`src/rtl/core/fpsrs_pkg.sv`:
```
// Package for the Fenwick point-set / range-sum core: field widths, operation
// codes, register map and the command/status structs between control and datapath.
// No dependencies.
`default_nettype none

package fpsrs_pkg;

   // Item field widths
   localparam int OP_W   = 2;
   localparam int POS_W  = 11;
   localparam int DATA_W = 64;
   localparam int SIZE_W = 11;

   // Operation codes (code 3 is ignored by the core)
   localparam logic [OP_W-1:0] OP_ADD   = 2'd0;
   localparam logic [OP_W-1:0] OP_SET   = 2'd1;
   localparam logic [OP_W-1:0] OP_QUERY = 2'd2;

   // Configuration register map
   localparam int                CSR_DATA_W   = 32;
   localparam int                CSR_ADDR_W   = 3;
   localparam logic              CSR_IDX_SIZE = 1'b0;
   localparam logic [SIZE_W-1:0] SIZE_RESET   = 11'd1024;

   // Walk start point selects
   localparam logic [1:0] WSEL_POS     = 2'd0;
   localparam logic [1:0] WSEL_POS_M1  = 2'd1;
   localparam logic [1:0] WSEL_RIGHT   = 2'd2;
   localparam logic [1:0] WSEL_LEFT_M1 = 2'd3;

   // Controller to datapath commands
   typedef struct packed {
      logic       clear_step;
      logic       latch_item;
      logic       load_walk;
      logic [1:0] walk_sel;
      logic       clear_acc;
      logic       prefix_step;
      logic       prefix_sub;
      logic       upd_read;
      logic       upd_write;
      logic       load_delta_value;
      logic       load_delta_diff;
      logic       push_result;
   } cmd_type;

   // Datapath to controller status
   typedef struct packed {
      logic clear_last;
      logic is_add;
      logic is_set;
      logic is_query;
      logic query_empty;
      logic prefix_done;
      logic upd_active;
      logic out_free;
   } status_type;

endpackage

`default_nettype wire

```
`src/rtl/core/fpsrs_ctrl.sv`:
```
// Controller state machine: sequences clearing, prefix walks and update walks.
// Depends on fpsrs_pkg; drives fpsrs_dpath through cmd_type / status_type.
`default_nettype none

module fpsrs_ctrl (
   input  wire logic                 clock,
   input  wire logic                 reset,
   input  wire logic                 req_valid,
   output logic                      req_ready,
   input  wire fpsrs_pkg::status_type st,
   output fpsrs_pkg::cmd_type        cmd
);
   import fpsrs_pkg::*;

   localparam logic [2:0] ST_CLEAR  = 3'd0;
   localparam logic [2:0] ST_IDLE   = 3'd1;
   localparam logic [2:0] ST_DECODE = 3'd2;
   localparam logic [2:0] ST_PRE_A  = 3'd3;
   localparam logic [2:0] ST_PRE_B  = 3'd4;
   localparam logic [2:0] ST_UPD_RD = 3'd5;
   localparam logic [2:0] ST_UPD_WR = 3'd6;
   localparam logic [2:0] ST_OUT    = 3'd7;

   logic [2:0] state_ff;
   logic [2:0] state_in;

   // Next state and command decode
   always_comb begin
      state_in  = state_ff;
      cmd       = '0;
      req_ready = 1'b0;
      unique case (state_ff)
         ST_CLEAR: begin
            cmd.clear_step = 1'b1;
            if (st.clear_last) begin
               state_in = ST_IDLE;
            end
         end
         ST_IDLE: begin
            req_ready      = 1'b1;
            cmd.latch_item = req_valid;
            if (req_valid) begin
               state_in = ST_DECODE;
            end
         end
         ST_DECODE: begin
            priority if (st.is_add) begin
               cmd.load_walk        = 1'b1;
               cmd.walk_sel         = WSEL_POS;
               cmd.load_delta_value = 1'b1;
               state_in             = ST_UPD_RD;
            end else if (st.is_set) begin
               cmd.load_walk = 1'b1;
               cmd.walk_sel  = WSEL_POS;
               cmd.clear_acc = 1'b1;
               state_in      = ST_PRE_A;
            end else if (st.is_query && !st.query_empty) begin
               cmd.load_walk = 1'b1;
               cmd.walk_sel  = WSEL_RIGHT;
               cmd.clear_acc = 1'b1;
               state_in      = ST_PRE_A;
            end else if (st.is_query) begin
               // empty range: report zero
               cmd.clear_acc = 1'b1;
               state_in      = ST_OUT;
            end else begin
               state_in = ST_IDLE;
            end
         end
         ST_PRE_A: begin
            // first prefix walk adds its nodes
            cmd.prefix_step = 1'b1;
            if (st.prefix_done) begin
               cmd.load_walk = 1'b1;
               cmd.walk_sel  = st.is_set ? WSEL_POS_M1 : WSEL_LEFT_M1;
               state_in      = ST_PRE_B;
            end
         end
         ST_PRE_B: begin
            // second prefix walk subtracts
            cmd.prefix_step = 1'b1;
            cmd.prefix_sub  = 1'b1;
            if (st.prefix_done) begin
               if (st.is_set) begin
                  cmd.load_delta_diff = 1'b1;
                  cmd.load_walk       = 1'b1;
                  cmd.walk_sel        = WSEL_POS;
                  state_in            = ST_UPD_RD;
               end else begin
                  state_in = ST_OUT;
               end
            end
         end
         ST_UPD_RD: begin
            if (st.upd_active) begin
               cmd.upd_read = 1'b1;
               state_in     = ST_UPD_WR;
            end else begin
               state_in = ST_IDLE;
            end
         end
         ST_UPD_WR: begin
            cmd.upd_write = 1'b1;
            state_in      = ST_UPD_RD;
         end
         ST_OUT: begin
            if (st.out_free) begin
               cmd.push_result = 1'b1;
               state_in        = ST_IDLE;
            end
         end
         default: begin
            state_in = ST_IDLE;
         end
      endcase
   end

   always_ff @(posedge clock) begin
      if (reset) begin
         state_ff <= ST_CLEAR;
      end else begin
         state_ff <= state_in;
      end
   end

endmodule

`default_nettype wire

```
`config.mk`:
```
export PLATFORM = sky130hd
export DESIGN_NAME = fpsrs_ctrl
export DESIGN_NICKNAME = d
export VERILOG_FILES = /design/src/rtl/core/fpsrs_pkg.sv /design/src/rtl/core/fpsrs_ctrl.sv
export SDC_FILE = /design/constraint.sdc
export NUM_CORES = 1
export LEC_CHECK = 0
export BUFFER_PORTS_ARGS = -buffer_cell sky130_fd_sc_hd__buf_2
export CELL_PAD_IN_SITES_DETAIL_PLACEMENT = 1
export CELL_PAD_IN_SITES_GLOBAL_PLACEMENT = 1
export CORE_MARGIN = 8
export CORE_UTILIZATION = 25
export DETAILED_ROUTE_END_ITERATION = 16
export GPL_TIMING_DRIVEN = 0
export PLACE_DENSITY = 0.79
export SKIP_LAST_GASP = 1
export SYNTH_ARGS = -nofsm -noshare
export SYNTH_HDL_FRONTEND = slang
export SYNTH_SLANG_ARGS = --single-unit
```
`constraint.sdc`:
```
create_clock -name clock -period 2 [get_ports clock]
set_input_delay 0.2 -clock clock [delete_from_list [all_inputs] [get_ports clock]]
set_output_delay 0.2 -clock clock [all_outputs]
set_load 0.02 [all_outputs]
```
==> out/metrics.yaml <==
grt_pass1_vias: 536
peakVddDrop_mv: 0.329
synthTopCellsByArea: "dfxtp_1 (16%), inv_1 (5.9%), mux2i_1 (5.2%)"
wl_per_cell_um: 13.7
row_count: 14
slew_viol_final: 0
worst_setup_path_start_kind: "flop"
critPathArrivalTime_ns: 1.58
cp-end-kind: "output pin"
syn-mean-instance-area_um2: 6.74
finalCriticalPeriod_ns: 1.78
antenna_found_initial: 0
switchingPower_uw: 342
multiInputGateArea_um2: 284
drive_gt1_frac: 0.376
grt_overflow: 0
status: "complete, no violations"
setup_viol: 0
ioPinCount: 25
yosysUniqueCellTypes: 33
cts_tree: "done"
yosysMostFrequentCell: "inv_1"
initial_core_util: 0.261
synth-seq-area-share: 0.156
grt.total_usage: 0.0971
rsz0062_at_grt: "no"
synth_area_um2: 384
dp_hpwl_mm: 1.15
numCtsBuffers: 3
swShare: 0.506
dr.pass1.iters: 3
yosys_warnings: 0
top_regs: "state_ff (3)"
nets: 97
powerDensity_nw_per_um2: 1230
synth_top_area_cell: "dfxtp_1"
skew_ns: 0.000597
die_w_um: 55.2
cts_resized: 0
async_flop_share: 0
synth.net_count: 68
h-tree-depth: 1
drt_iter0_markers: 9
synth_top_flop_cell: "dfxtp_1"
syn_inst: 57
grt_max_degree: 11
tightest_slew_ns: 0.380
syn_to_final_growth_pct: 43.3
path_max_fanout: 10
post_cts_buffers: 0
via_per_inst: 5.05
synth_edf_count: 0
finalWeightedCongestion: 0.746
min_path_type: "in -> reg"
antenna_left: 0
coreArea_um2: 1470
die_area_um2: 3050
cts_root_buf: "clkbuf_4"
largest-register: "state_ff"
dieHeight_um: 55.2
p_comb_frac: 0.693
maxCapViolCount: 0
synthTopCellsByCount: "inv_1 (6), nor2_1 (5), nand2_1 (4)"
fillCellCount: 214
via_count: 510
seq_power_share: 0.156
timing.hold.ws_ns: 0.159
clkSinkCount: 3
largest_reg_flops: 3
p_int_uw: 334
p_leak_uw: 0.000298
clkPwrFrac: 0.151
fin_crit_sh: 0.889
ctsHoldBuffers: 0
regArea_um2: 60.1
grt_pass1_wl_mm: 2.33
crit_required_ns: 1.80
hold_viol_final: 0
drc: 0
io_buffers: 24
max_freq_mhz: 563
slew_headroom: 0.747
wl_mm: 1.39
synth_top_area_frac: 0.156
synth_seq_cells: 3
clk_pin_slew_ns: 0.03
path_class: "reg -> out"
clock_latency_ns: 0.23
n_antenna_cell: 0
setup-tns-final_ns: 0
clock_path_buffers: 2
==> layout make-up <==
type	instances	area share
Inverter	6	0.0409
Buffer	4	0.0318
Sequential cell	3	0.109
Clock buffer	4	0.0477
Multi-Input combinational cell	44	0.516
Timing Repair Buffer	24	0.218
Tap cell	16	0.0364
==> per-layer routing <==
metal,GRT usage,wire length (um)
met1,0.112,576
met2,0.172,663
met3,0.0187,134
met4,0.0360,14
met5,0,0
==> critical path: stages, from the launching register on <==
cell and delay [ns]:
dfxtp_1 0.31, clkbuf_1 0.21, nand2b_1 0.31, o32ai_1 0.31, buf_2 0.22
==> cell usage in the layout (no fill, tap or decap), types with 2 or more instances in the layout <==
master,instances
nor3_1,2
a21oi_1,3
clkbuf_4,3
clkbuf_1,3
nand2_1,4
o21ai_0,2
mux2i_1,2
dfxtp_1,3
nor2_1,5
buf_2,26
inv_1,6
o31ai_1,2
nor2b_1,3
==> cell families (layout without fill, tap and decap cells) <==
logic type / count (synthesis) / after routing / synth area share
AND/OR/NAND/NOR: 25 / 25 / 0.362
AO/OA/AOI/OAI: 16 / 16 / 0.296
buffers and inverters: 10 / 38 / 0.104
multiplexers: 3 / 3 / 0.0814
flip-flops: 3 / 3 / 0.156
==> stage by stage <==
stage	worst slack, ns	instance area (um^2)	total power [uW]	utilization	std cells
2_1_floorplan	0.356	384	435	-	57
3_3_place_gp	0.497	524	562	0.356	97
3_5_place_dp	0.459	524	578	0.356	97
4_1_cts	0.210	551	683	0.374	101
5_1_grt	0.0921	551	737	0.374	101
6_report	0.223	551	675	0.374	101
==> worst paths after layout <==
| kind | end | depth (start not counted) | start | slack [ns] |
|---|---|---|---|---|
| setup / recovery | cmd[10] | 4 | state_ff[2] | 0.22 |
| hold / removal | state_ff[2] | 2 | reset | 0.16 |
| setup reg to reg | state_ff[1] | 5 | state_ff[0] | 0.48 |
| hold reg to reg | state_ff[2] | 3 | state_ff[2] | 0.76 |
==> power groups by stage <==
stage	registers, uW	clock network [uW]	logic, uW
final	105	102	468
after global routing	111	110	516
after CTS	106	105	472
after detailed placement	107	0	471
after global placement	106	0	456
after floorplan	99.3	0	336
Power figures use the tool's default switching activity.
